==> config.mk <==
export PLATFORM = sky130hd
export DESIGN_NAME = bilinear_resample_hole_fill_top
export DESIGN_NICKNAME = d
export VERILOG_FILES = /design/src/hw/rtl/brhf_pkg.sv /design/src/hw/rtl/bilinear_resample_hole_fill_top.sv /design/src/hw/rtl/brhf_front.sv /design/src/hw/rtl/brhf_blend.sv
export SDC_FILE = /design/constraint.sdc
export NUM_CORES = 2
export LEC_CHECK = 0
export BUFFER_PORTS_ARGS = -buffer_cell sky130_fd_sc_hd__buf_2
export CAP_MARGIN = 20
export CORE_UTILIZATION = 37
export CTS_BUF_LIST = sky130_fd_sc_hd__clkbuf_4
export CTS_CLUSTER_SIZE = 30
export DETAILED_ROUTE_END_ITERATION = 8
export PLACE_DENSITY = 0.57
export SLEW_MARGIN = 10
export SYNTH_ARGS = -nofsm -noshare
export SYNTH_HDL_FRONTEND = slang
export SYNTH_SLANG_ARGS = --single-unit
==> constraint.sdc <==
create_clock -name clk -period 7.61 [get_ports clk]
set_clock_uncertainty 0.05 [all_clocks]
set_input_delay 1.522 -clock clk [delete_from_list [all_inputs] [get_ports clk]]
set_output_delay 1.522 -clock clk [all_outputs]
set_load 0.005 [all_outputs]
==> src/hw/rtl/brhf_pkg.sv <==
// Shared types and constants for the bilinear resample / hole fill block.
// No dependencies; imported by every module of the block.
package brhf_pkg;

    // Fixed field widths
    localparam int SRC_W  = 12;   // one-based source number
    localparam int FRAC_W = 12;   // fractional offset inputs
    localparam int PIX_W  = 16;   // neighbour pixels, signed
    localparam int WIN_W  = 11;   // pass window bounds
    localparam int VAL_W  = 15;   // output pixel value

    // Highest one-based source number that can be resampled
    localparam int MAX_SOURCES = 2048;

    // Saturation limit of the output value
    localparam logic [VAL_W-1:0] PIX_MAX = 15'd32766;

    // Configuration register indexes
    localparam logic [1:0] CFG_INTERP    = 2'd0;
    localparam logic [1:0] CFG_WIN_FIRST = 2'd1;
    localparam logic [1:0] CFG_WIN_LAST  = 2'd2;

    // Per-item control that rides along the pipeline
    typedef struct packed {
        logic             write;     // pixel passed all qualification checks
        logic             interp;    // bilinear blend, else nearest neighbour
        logic [VAL_W-1:0] near_val;  // clamped nearest-neighbour value
    } brhf_ctl_t;

endpackage

==> src/hw/rtl/bilinear_resample_hole_fill_top.sv <==
// Top level of the bilinear resample / hole fill block: configuration
// registers, pipeline valid and flow control, output register.
// Depends on brhf_pkg, brhf_front and brhf_blend.
//
//  channel | signals                         | transfer when
//  --------+---------------------------------+---------------------------
//  in      | in_valid, in_stall, item fields | in_valid && !in_stall
//  out     | out_valid, out_stall, results   | out_valid && !out_stall
//  cfg     | cfg_valid, cfg_ready, idx, data | cfg_valid && cfg_ready
//
// One pixel per clock while out_stall is low. The stage 1 register loads at
// the input transfer, and out_valid follows through three blend stages (row
// products, row sums, column products) and then the output register.
// Reset clears all valid bits and loads the register defaults
// (bilinear mode, window 0..2047); the block takes items right after.
// Each stage holds when the stage after it is full and held, so bubbles
// close up under out_stall and in_stall only rises when every stage is full.
module bilinear_resample_hole_fill_top
    import brhf_pkg::*;
#(
    parameter int FRAC_BITS = 12
)
(
    input  logic                    clk,
    input  logic                    rst_n,
    // configuration write
    input  logic                    cfg_valid,
    output logic                    cfg_ready,
    input  logic [1:0]              cfg_index,
    input  logic [WIN_W-1:0]        cfg_data,
    // input items
    input  logic                    in_valid,
    output logic                    in_stall,
    input  logic [SRC_W-1:0]        source_index,
    input  logic                    source_present,
    input  logic                    already_set,
    input  logic [FRAC_W-1:0]       frac_samp,
    input  logic [FRAC_W-1:0]       frac_line,
    input  logic signed [PIX_W-1:0] pix_ul,
    input  logic signed [PIX_W-1:0] pix_ur,
    input  logic signed [PIX_W-1:0] pix_ll,
    input  logic signed [PIX_W-1:0] pix_lr,
    // result items
    output logic                    out_valid,
    input  logic                    out_stall,
    output logic                    write_pixel,
    output logic [VAL_W-1:0]        pixel_value
);

    logic                    interp_enable_reg;
    logic [WIN_W-1:0]        window_first_reg;
    logic [WIN_W-1:0]        window_last_reg;

    logic                    v1_reg;
    logic                    v2_reg;
    logic                    v3_reg;
    logic                    v4_reg;
    logic                    out_valid_reg;
    logic                    rdy1;
    logic                    rdy2;
    logic                    rdy3;
    logic                    rdy4;
    logic                    rdy_out;

    brhf_ctl_t               ctl1;
    brhf_ctl_t               ctl2_reg;
    brhf_ctl_t               ctl3_reg;
    brhf_ctl_t               ctl4_reg;

    logic signed [PIX_W-1:0] ul1;
    logic signed [PIX_W-1:0] ur1;
    logic signed [PIX_W-1:0] ll1;
    logic signed [PIX_W-1:0] lr1;
    logic [FRAC_BITS:0]      wl1;
    logic [FRAC_BITS:0]      wr1;
    logic [FRAC_BITS:0]      wt1;
    logic [FRAC_BITS:0]      wb1;
    logic [VAL_W-1:0]        blend_val;

    logic                    write_pixel_reg;
    logic [VAL_W-1:0]        pixel_value_reg;
    logic [VAL_W-1:0]        pixel_value_next;

    // Configuration registers; writes always complete
    assign cfg_ready = 1'b1;

    always_ff @(posedge clk or negedge rst_n)
    begin
        if (!rst_n)
        begin
            interp_enable_reg <= 1'b1;
            window_first_reg  <= '0;
            window_last_reg   <= '1;
        end
        else if (cfg_valid && cfg_ready)
        begin
            unique case (cfg_index)
                CFG_INTERP:    interp_enable_reg <= cfg_data[0];
                CFG_WIN_FIRST: window_first_reg  <= cfg_data;
                CFG_WIN_LAST:  window_last_reg   <= cfg_data;
                default:       ;
            endcase
        end
    end

    // Flow control: a stage loads when it is empty or the next one moves
    assign rdy_out  = !out_valid_reg || !out_stall;
    assign rdy4     = !v4_reg || rdy_out;
    assign rdy3     = !v3_reg || rdy4;
    assign rdy2     = !v2_reg || rdy3;
    assign rdy1     = !v1_reg || rdy2;
    assign in_stall = !rdy1;

    always_ff @(posedge clk or negedge rst_n)
    begin
        if (!rst_n)
        begin
            v1_reg        <= 1'b0;
            v2_reg        <= 1'b0;
            v3_reg        <= 1'b0;
            v4_reg        <= 1'b0;
            out_valid_reg <= 1'b0;
        end
        else
        begin
            if (rdy1)
                v1_reg <= in_valid;
            if (rdy2)
                v2_reg <= v1_reg;
            if (rdy3)
                v3_reg <= v2_reg;
            if (rdy4)
                v4_reg <= v3_reg;
            if (rdy_out)
                out_valid_reg <= v4_reg;
        end
    end

    // Stage 1: qualify, fill, weights
    brhf_front #(
        .FRAC_BITS (FRAC_BITS)
    ) u_front (
        .clk            (clk),
        .en             (rdy1),
        .interp_enable  (interp_enable_reg),
        .window_first   (window_first_reg),
        .window_last    (window_last_reg),
        .source_index   (source_index),
        .source_present (source_present),
        .already_set    (already_set),
        .frac_samp      (frac_samp),
        .frac_line      (frac_line),
        .pix_ul         (pix_ul),
        .pix_ur         (pix_ur),
        .pix_ll         (pix_ll),
        .pix_lr         (pix_lr),
        .ctl_reg        (ctl1),
        .ul_reg         (ul1),
        .ur_reg         (ur1),
        .ll_reg         (ll1),
        .lr_reg         (lr1),
        .wl_reg         (wl1),
        .wr_reg         (wr1),
        .wt_reg         (wt1),
        .wb_reg         (wb1)
    );

    // Stages 2 to 4: bilinear blend
    brhf_blend #(
        .FRAC_BITS (FRAC_BITS)
    ) u_blend (
        .clk   (clk),
        .en2   (rdy2),
        .en3   (rdy3),
        .en4   (rdy4),
        .ul    (ul1),
        .ur    (ur1),
        .ll    (ll1),
        .lr    (lr1),
        .wl    (wl1),
        .wr    (wr1),
        .wt    (wt1),
        .wb    (wb1),
        .value (blend_val)
    );

    // Carry the control word alongside the blend stages
    always_ff @(posedge clk)
    begin
        if (rdy2)
            ctl2_reg <= ctl1;
        if (rdy3)
            ctl3_reg <= ctl2_reg;
        if (rdy4)
            ctl4_reg <= ctl3_reg;
    end

    // Select the result value; skipped pixels give zero
    always_comb
    begin
        if (!ctl4_reg.write)
            pixel_value_next = '0;
        else if (ctl4_reg.interp)
            pixel_value_next = blend_val;
        else
            pixel_value_next = ctl4_reg.near_val;
    end

    // Output register
    always_ff @(posedge clk)
    begin
        if (rdy_out)
        begin
            write_pixel_reg <= ctl4_reg.write;
            pixel_value_reg <= pixel_value_next;
        end
    end

    assign out_valid   = out_valid_reg;
    assign write_pixel = write_pixel_reg;
    assign pixel_value = pixel_value_reg;

endmodule

==> src/hw/rtl/brhf_front.sv <==
// Front stage: qualify the pixel, fill zero neighbours, pick the nearest
// neighbour and form the blend weights. Ends in the first pipeline register.
// Depends on brhf_pkg.
module brhf_front
    import brhf_pkg::*;
#(
    parameter int FRAC_BITS = 12
)
(
    input  logic                          clk,
    input  logic                          en,
    // configuration
    input  logic                          interp_enable,
    input  logic [WIN_W-1:0]              window_first,
    input  logic [WIN_W-1:0]              window_last,
    // input item
    input  logic [SRC_W-1:0]              source_index,
    input  logic                          source_present,
    input  logic                          already_set,
    input  logic [FRAC_W-1:0]             frac_samp,
    input  logic [FRAC_W-1:0]             frac_line,
    input  logic signed [PIX_W-1:0]       pix_ul,
    input  logic signed [PIX_W-1:0]       pix_ur,
    input  logic signed [PIX_W-1:0]       pix_ll,
    input  logic signed [PIX_W-1:0]       pix_lr,
    // first stage register
    output brhf_ctl_t                     ctl_reg,
    output logic signed [PIX_W-1:0]       ul_reg,
    output logic signed [PIX_W-1:0]       ur_reg,
    output logic signed [PIX_W-1:0]       ll_reg,
    output logic signed [PIX_W-1:0]       lr_reg,
    output logic [FRAC_BITS:0]            wl_reg,
    output logic [FRAC_BITS:0]            wr_reg,
    output logic [FRAC_BITS:0]            wt_reg,
    output logic [FRAC_BITS:0]            wb_reg
);

    localparam int WW = FRAC_BITS + 1;
    localparam logic [31:0]   FMASK = (32'd1 << FRAC_BITS) - 32'd1;
    localparam logic [31:0]   HALF  = 32'd1 << (FRAC_BITS - 1);
    localparam logic [WW-1:0] ONE   = {1'b1, {FRAC_BITS{1'b0}}};

    logic [31:0]             fs32;
    logic [31:0]             fl32;
    logic [SRC_W-1:0]        k;
    logic                    skip;
    logic                    right;
    logic                    lower;
    logic signed [PIX_W-1:0] near_raw;
    logic signed [PIX_W-1:0] ul_f;
    logic signed [PIX_W-1:0] ur_f;
    logic signed [PIX_W-1:0] ll_f;
    logic signed [PIX_W-1:0] lr_f;
    brhf_ctl_t               ctl_next;

    // Drop fraction bits at or above the binary point
    assign fs32 = {{(32-FRAC_W){1'b0}}, frac_samp} & FMASK;
    assign fl32 = {{(32-FRAC_W){1'b0}}, frac_line} & FMASK;

    // Qualify against already set, presence, capacity and the pass window
    assign k = source_index - {{(SRC_W-1){1'b0}}, 1'b1};
    assign skip = already_set || !source_present
               || (source_index == '0)
               || ({{(32-SRC_W){1'b0}}, source_index} > 32'(MAX_SOURCES))
               || (k < {1'b0, window_first})
               || (k > {1'b0, window_last});

    // Pick the neighbour nearest to the position and clamp it
    assign right    = fs32 >= HALF;
    assign lower    = fl32 >= HALF;
    assign near_raw = lower ? (right ? pix_lr : pix_ll) : (right ? pix_ur : pix_ul);

    always_comb
    begin
        ctl_next.write  = !skip;
        ctl_next.interp = interp_enable;
        if (near_raw[PIX_W-1])
            ctl_next.near_val = '0;
        else if (near_raw[VAL_W-1:0] > PIX_MAX)
            ctl_next.near_val = PIX_MAX;
        else
            ctl_next.near_val = near_raw[VAL_W-1:0];
    end

    // Fill zero neighbours: upper left first, the others from it, lr from ur_f
    always_comb
    begin
        if (pix_ul != '0)
            ul_f = pix_ul;
        else if (pix_ur != '0)
            ul_f = pix_ur;
        else if (pix_ll != '0)
            ul_f = pix_ll;
        else
            ul_f = pix_lr;
        ur_f = (pix_ur != '0) ? pix_ur : ul_f;
        ll_f = (pix_ll != '0) ? pix_ll : ul_f;
        lr_f = (pix_lr != '0) ? pix_lr : ur_f;
    end

    // Stage 1 register
    always_ff @(posedge clk)
    begin
        if (en)
        begin
            ctl_reg <= ctl_next;
            ul_reg  <= ul_f;
            ur_reg  <= ur_f;
            ll_reg  <= ll_f;
            lr_reg  <= lr_f;
            wr_reg  <= fs32[WW-1:0];
            wl_reg  <= ONE - fs32[WW-1:0];
            wb_reg  <= fl32[WW-1:0];
            wt_reg  <= ONE - fl32[WW-1:0];
        end
    end

endmodule

==> src/hw/rtl/brhf_blend.sv <==
// Bilinear blend datapath: row products, row sums, column products, then
// the final sum with clamp and round. Depends on brhf_pkg.
module brhf_blend
    import brhf_pkg::*;
#(
    parameter int FRAC_BITS = 12
)
(
    input  logic                    clk,
    input  logic                    en2,
    input  logic                    en3,
    input  logic                    en4,
    input  logic signed [PIX_W-1:0] ul,
    input  logic signed [PIX_W-1:0] ur,
    input  logic signed [PIX_W-1:0] ll,
    input  logic signed [PIX_W-1:0] lr,
    input  logic [FRAC_BITS:0]      wl,
    input  logic [FRAC_BITS:0]      wr,
    input  logic [FRAC_BITS:0]      wt,
    input  logic [FRAC_BITS:0]      wb,
    output logic [VAL_W-1:0]        value
);

    localparam int WW = FRAC_BITS + 1;
    localparam int PW = FRAC_BITS + 17;
    localparam int AW = 2 * FRAC_BITS + 18;
    localparam int SH = 2 * FRAC_BITS;
    localparam logic signed [AW-1:0] LIM = AW'(32766) <<< SH;
    localparam logic signed [AW-1:0] RND = AW'(1) <<< (SH - 1);

    logic signed [PW-1:0] p_ul_reg;
    logic signed [PW-1:0] p_ur_reg;
    logic signed [PW-1:0] p_ll_reg;
    logic signed [PW-1:0] p_lr_reg;
    logic [WW-1:0]        wt2_reg;
    logic [WW-1:0]        wb2_reg;
    logic signed [PW-1:0] top_reg;
    logic signed [PW-1:0] bot_reg;
    logic [WW-1:0]        wt3_reg;
    logic [WW-1:0]        wb3_reg;
    logic signed [AW-1:0] q_top_reg;
    logic signed [AW-1:0] q_bot_reg;

    logic signed [PW-1:0] wl_x;
    logic signed [PW-1:0] wr_x;
    logic signed [PW-1:0] ul_x;
    logic signed [PW-1:0] ur_x;
    logic signed [PW-1:0] ll_x;
    logic signed [PW-1:0] lr_x;
    logic signed [AW-1:0] wt_x;
    logic signed [AW-1:0] wb_x;
    logic signed [AW-1:0] top_x;
    logic signed [AW-1:0] bot_x;
    logic signed [AW-1:0] acc;
    logic signed [AW-1:0] acc_rnd;

    // Widen operands so each product is formed at its full width
    assign wl_x  = PW'($signed({1'b0, wl}));
    assign wr_x  = PW'($signed({1'b0, wr}));
    assign ul_x  = PW'(ul);
    assign ur_x  = PW'(ur);
    assign ll_x  = PW'(ll);
    assign lr_x  = PW'(lr);
    assign wt_x  = AW'($signed({1'b0, wt3_reg}));
    assign wb_x  = AW'($signed({1'b0, wb3_reg}));
    assign top_x = AW'(top_reg);
    assign bot_x = AW'(bot_reg);

    // Stage 2: horizontal weight times pixel
    always_ff @(posedge clk)
    begin
        if (en2)
        begin
            p_ul_reg <= wl_x * ul_x;
            p_ur_reg <= wr_x * ur_x;
            p_ll_reg <= wl_x * ll_x;
            p_lr_reg <= wr_x * lr_x;
            wt2_reg  <= wt;
            wb2_reg  <= wb;
        end
    end

    // Stage 3: upper and lower row sums
    always_ff @(posedge clk)
    begin
        if (en3)
        begin
            top_reg <= p_ul_reg + p_ur_reg;
            bot_reg <= p_ll_reg + p_lr_reg;
            wt3_reg <= wt2_reg;
            wb3_reg <= wb2_reg;
        end
    end

    // Stage 4: vertical weight times row sum
    always_ff @(posedge clk)
    begin
        if (en4)
        begin
            q_top_reg <= wt_x * top_x;
            q_bot_reg <= wb_x * bot_x;
        end
    end

    // Sum, clamp to the output range and round half up
    assign acc     = q_top_reg + q_bot_reg;
    assign acc_rnd = acc + RND;

    always_comb
    begin
        if (acc <= 0)
            value = '0;
        else if (acc > LIM)
            value = PIX_MAX;
        else
            value = acc_rnd[SH+VAL_W-1:SH];
    end

endmodule

After elaboration in Yosys (flattened, before gate mapping)
Cells that the tools add are included.
W data, S select, Z words.

operators by class
  add/subtract/negate cells = 7
  $mul = 6
  div/mod/pow operators = 0
  magnitude comparators = 8
  eq/ne operators = 2
  shifts and indexed selects = 0
  muxes and demuxes = 13
  bitwise operators = 0
  reduce and logical (&&, ||, !) cells = 29

operators with widths
  cell                      count
  $mux W16                  9
  $reduce_bool A16 Y1       4
  $mux W15                  4
  $add A29 B29 Y29          2
  $mul A13 B16 Y29          2
  $mul A14 B16 Y29          2
  $add A42 B42 Y42          1
  $gt A42 B40 Y1 const B    1
  $le A42 B1 Y1 const B     1
  $mul A13 B29 Y42          1
  $mul A14 B29 Y42          1
  $add A39 B25 Y39 const B  1
  $sub A13 B12 Y13 const A  2
  $ge A12 B12 Y1 const B    2
  $gt A15 B15 Y1 const B    1
  $gt A12 B11 Y1            1
  $gt A12 B12 Y1 const B    1
  $logic_not A12 Y1         1
  $lt A12 B11 Y1            1
  $sub A12 B1 Y12 const B   1
  $logic_or A1 B1 Y1        10
  $logic_not A1 Y1          9
  $reduce_and A2 Y1         3
  $eq A2 B1 Y1 const B      1
  other kinds (3)           3

storage, ports and cells
  register bits = 534
  latch bits = 0
  memory bits (writable) = 0
  bits in read-only memories = 0
  bits of input ports = 120
  output and inout port bits = 19
  memories = 0

Depth between registers and ports, before layout
  depth in word-level cells = 7
  depth in mapped cells = 28
  gate-level depth less buffers = 26

By module
From an unflattened synthesis, not the netlist that was laid out.

unflattened totals
  cell total of the unflattened synthesis = 8336
  area, all modules = 82489.1 µm²

modules (own cells, without submodules)
  module                           instances  cells an instance  area an instance (µm²)  sequential area each (µm²)
  brhf_blend                       1          7630               72027.8                 9308.9
  brhf_front                       1          535                7004.2                  3873.7
  bilinear_resample_hole_fill_top  1          171                3457.1                  2727.6

Worst setup path before layout
OpenSTA, ideal clock, no wires.

  path type = input -> output
  start point = input out_stall
  end point = output in_stall
  arrival = 6.015 ns
  required time = 6.038 ns
  slack = 0.023 ns
  stages = 3
  cell sequence = and3_1 nand4_1 inv_1

between the ends
  longest elaborated chain between the ends = 7

ends and longest elaborated chain
  item                line                                    source
  start: declaration  bilinear_resample_hole_fill_top.sv:45   input logic out_stall,
  $logic_not A1 Y1    bilinear_resample_hole_fill_top.sv:107  assign rdy_out = !out_valid_reg || !out_stall;
  $logic_or A1 B1 Y1  bilinear_resample_hole_fill_top.sv:107
  $logic_or A1 B1 Y1  bilinear_resample_hole_fill_top.sv:108  assign rdy4 = !v4_reg || rdy_out;
  $logic_or A1 B1 Y1  bilinear_resample_hole_fill_top.sv:109  assign rdy3 = !v3_reg || rdy4;
  $logic_or A1 B1 Y1  bilinear_resample_hole_fill_top.sv:110  assign rdy2 = !v2_reg || rdy3;
  $logic_or A1 B1 Y1  bilinear_resample_hole_fill_top.sv:111  assign rdy1 = !v1_reg || rdy2;
  $logic_not A1 Y1    bilinear_resample_hole_fill_top.sv:112  assign in_stall = !rdy1;
  end: declaration    bilinear_resample_hole_fill_top.sv:33   output logic in_stall,

No other way between the ends.

Final worst setup path
  start point = register u_blend.top_reg[12]
  end point = register u_blend.q_top_reg[37], data pin

between the ends
  longest elaborated chain between the ends = 1

ends and longest elaborated chain
  item                      line               source
  start: declaration        brhf_blend.sv:37   logic signed [PW-1:0] top_reg;
  start signal: assignment  brhf_blend.sv:88   top_reg <= p_ul_reg + p_ur_reg;
  $mul A14 B29 Y42          brhf_blend.sv:100  q_top_reg <= wt_x * top_x;
  end signal: assignment    brhf_blend.sv:100
  end: declaration          brhf_blend.sv:41   logic signed [AW-1:0] q_top_reg;

No other way between the ends.
A chain may end at the register's enable or synchronous reset.

==> results_dict.tcl <==
set metrics [dict create \
    status "finished, violations left" \
    violations "design-rule violations" \
    clk_path_buf_depth 3 \
    worst_path_largest_cell_delay_ns 0.63 \
    drv_cap 0 \
    crit_path_top_delay_cell "edfxtp_1" \
    hpwlAfterDp_mm 174 \
    start_util 0.372 \
    core_area_mm2 0.212 \
    path_max_fanout 13 \
    die_h_um 464 \
    synth_area_leader_cell "fa_1" \
    fillCellCount 21200 \
    area_growth_pct 7.88 \
    drt-wirelength-per-cell_um 19.0 \
    antenna_found_initial 42 \
    setup_viol 0 \
    synth-async-reset-ratio 0.0528 \
    ant_nets 0 \
    die_w_um 464 \
    synth_seq_cells 530 \
    drc_errors 16 \
    viasPerCell 4.97 \
    drv_slew 0 \
    cts_sinks 530 \
    fin_area_mm2 0.0853 \
    hold_viol_final 0 \
    grt.total_usage 0.201 \
    synth_cell_types 94 \
    drt_wl_total_mm 212 \
    synthFlopType "edfxtp_1" \
    cp_top_family "adder cells" \
    drive_above_1_share 0.0757 \
    post-route-min-period_ns 7.19 \
    clockRootBuffer "clkbuf_4" \
    r2r_end "u_blend.q_top_reg[37]$_DFFE_PP_" \
    hold_path_class "input port to async pin" \
    ff2ff_path_depth 24 \
    vias 55300 \
    h-tree-depth 4 \
    numCtsBuffers 159 \
    cp-start-kind "flip-flop" \
    maxClockFrequency_ghz 0.139 \
    grt_pass1_wl_mm 335 \
    clock_latency_ns 1.18 \
    pin_count 139 \
    portBuffers 137 \
    clkTransAtPathRegs_ns 0.07 \
    synth_top_area_share 0.356 \
    synthCells 8045 \
    fin_setup_tns_ns 0 \
    max_slew_margin 0.275 \
    dpl_cell_area_mm2 0.0829 \
    cp_cell_sequence "and2_1 -> fa_1 -> inv_1 -> fa_1 -> inv_1 -> fa_1 -> fa_1 -> fa_1 -> inv_1 -> fa_1 -> inv_1 -> ha_1 -> a21o_1 -> a21o_1 -> a21oi_1 -> o21ai_0 -> a22oi_1 -> o31ai_1 -> a41o_1 -> nand3_1 -> a21oi_2 -> or4b_2 -> a31oi_1 -> xnor2_1" \
    worstPathRequired_ns 8.52 \
    synth_area_mm2 0.0791 \
    r2r_slack_ns 0.42 \
    cp.buffers_inverters 4 \
    synth_nets 10200 \
    fin_nets 10300 \
    r2r_start "u_blend.top_reg[12]$_DFFE_PP_" \
    yosysWarnings 0 \
    cp-end-kind "flip-flop" \
    synthTopCellsByCount "inv_1 (1766), fa_1 (1404), nand2_1 (981)" \
    syn_area_per_cell_um2 9.83 \
    synth_area_leaders "fa_1 (36%), edfxtp_1 (19%), ha_1 (9.3%), inv_1 (8.4%), and2_1 (5.7%)" \
    cp.arrival_ns 8.10 \
    ctsHoldBuffers 0 \
    core.rowCount 169 \
    crit_top_cell "fa_1" \
    seq_area_frac_synth 0.200 \
    finalWeightedCongestion 0.901 \
    gr-total-overflow 0 \
    rsz0062_at_grt "no" \
    cts_tree "yes" \
    synth.most_common_cell "inv_1" \
    grt_pass1_vias 59600 \
    synth_edf_count 502 \
    tightest_slew_ns 1.08 \
    dr.pass1.iters 8 \
    post-route-period-util 0.945 \
    grt_max_degree 127 \
    critPathKind "flip-flop to flip-flop" \
    drt_iter0_drc 3198 \
    dieArea_mm2 0.216 \
]
==> what timing repair did <==
action,in CTS,in global routing
endpoints found under the setup margin,0,8
buffers inserted,0,18
gates resized for setup,0,1
endpoints found under the hold margin,0,0
==> area by class of cell <==
cell class | count | area [um2] | share of cell area
inverter | 1766 | 6630 | 0.0778
timing repair buffer | 271 | 1780 | 0.0209
sequential | 530 | 15800 | 0.185
clock inverter | 65 | 413 | 0.00484
antenna | 31 | 77.6 | 0.000910
tap | 2821 | 3530 | 0.0414
multi-input combinational | 5432 | 55400 | 0.650
clock buffer | 216 | 1620 | 0.0190
==> routing by layer <==
metal	share of wire	routed length (um)	vias up	GRT usage
met5	0.00019	41	-	0
met3	0.052	11100	300	0.0299
met4	0.040	8450	6	0.0830
li1	-	-	25200	-
met1	0.42	88500	28400	0.254
met2	0.49	104000	1457	0.343
==> how the worst max path moves through the flow <==
stage,start,end,cells past startpoint
after detailed placement,u_blend.wt3_reg[6]$_DFFE_PP_,u_blend.q_top_reg[37]$_DFFE_PP_,23
after floorplan,out_stall,in_stall,3
after CTS,u_blend.wt3_reg[6]$_DFFE_PP_,u_blend.q_top_reg[37]$_DFFE_PP_,23
after global placement,u_blend.wt3_reg[2]$_DFFE_PP_,u_blend.q_top_reg[37]$_DFFE_PP_,24
after global routing,u_front.wl_reg[4]$_DFFE_PN_,u_blend.p_ll_reg[21]$_DFFE_PP_,25
final,u_blend.top_reg[12]$_DFFE_PP_,u_blend.q_top_reg[37]$_DFFE_PP_,24
==> cell families (layout without fill, tap and decap cells) <==
logic type | count (synthesis) | count (layout) | synth area share
buffers and inverters | 2083 | 2318 | 0.0993
AO/OA/AOI/OAI | 788 | 788 | 0.0662
AND/OR/NAND/NOR | 2300 | 2300 | 0.144
multiplexers | 44 | 44 | 0.00848
other | 1 | 32 | 0.0000474
adder cells (fa/ha/maj) | 1992 | 1992 | 0.449
XOR/XNOR | 307 | 307 | 0.0340
flip-flops | 530 | 530 | 0.200
==> placed cells by master (no fill, tap or decap), types with 12 or more instances in the layout <==
cell type and count:
inv_1 1765, fa_1 1404, nand2_1 980, and2_1 722, ha_1 588, edfxtp_1 502
a21oi_1 233, xnor2_1 232, nor2_1 218, clkbuf_4 217, buf_2 139, buf_4 122
o21ai_0 108, a21o_1 97, o21bai_1 82, xor2_1 75, nor3_1 66, nand3_1 57
nor2b_1 53, o21a_1 51, clkinv_1 32, diode_2 31, nand2b_1 30, nand4_1 30
nor4_1 29, and3_1 28, mux2_2 24, a211oi_1 23, a31oi_1 23, or3_1 22
clkinv_2 17, o31ai_1 16, mux4_2 16, dfrtp_1 16, a21boi_0 14, dfstp_2 12
==> worst reg2reg max path: stages, from the launching register on <==
cell and delay, ns:
edfxtp_1 0.63, and2_1 0.29, fa_1 0.48, inv_1 0.05
fa_1 0.48, inv_1 0.06, fa_1 0.48, fa_1 0.51
fa_1 0.51, inv_1 0.05, fa_1 0.48, inv_1 0.05
ha_1 0.37, a21o_1 0.22, a21o_1 0.17, a21oi_1 0.16
o21ai_0 0.14, a22oi_1 0.15, o31ai_1 0.16, a41o_1 0.31
nand3_1 0.13, a21oi_2 0.13, or4b_2 0.62, a31oi_1 0.21
xnor2_1 0.08
==> metrics by stage <==
| step | utilization | hold WS, ns | setup WS [ns] | cells |
|---|---|---|---|---|
| 2_1_floorplan | - | 0.350 | 0.0231 | 8045 |
| 3_3_place_gp | 0.391 | 0.352 | 0.317 | 10800 |
| 3_5_place_dp | 0.391 | 0.355 | 0.204 | 10800 |
| 4_1_cts | 0.400 | 0.226 | 0.236 | 11100 |
| 5_1_grt | 0.402 | 0.283 | 0.0224 | 11100 |
| 6_report | 0.402 | 0.325 | 0.417 | 11100 |
Power is left out: the tool's default activity adds up to more than one toggle a clock period on the data nets, which glitch-free logic cannot reach.
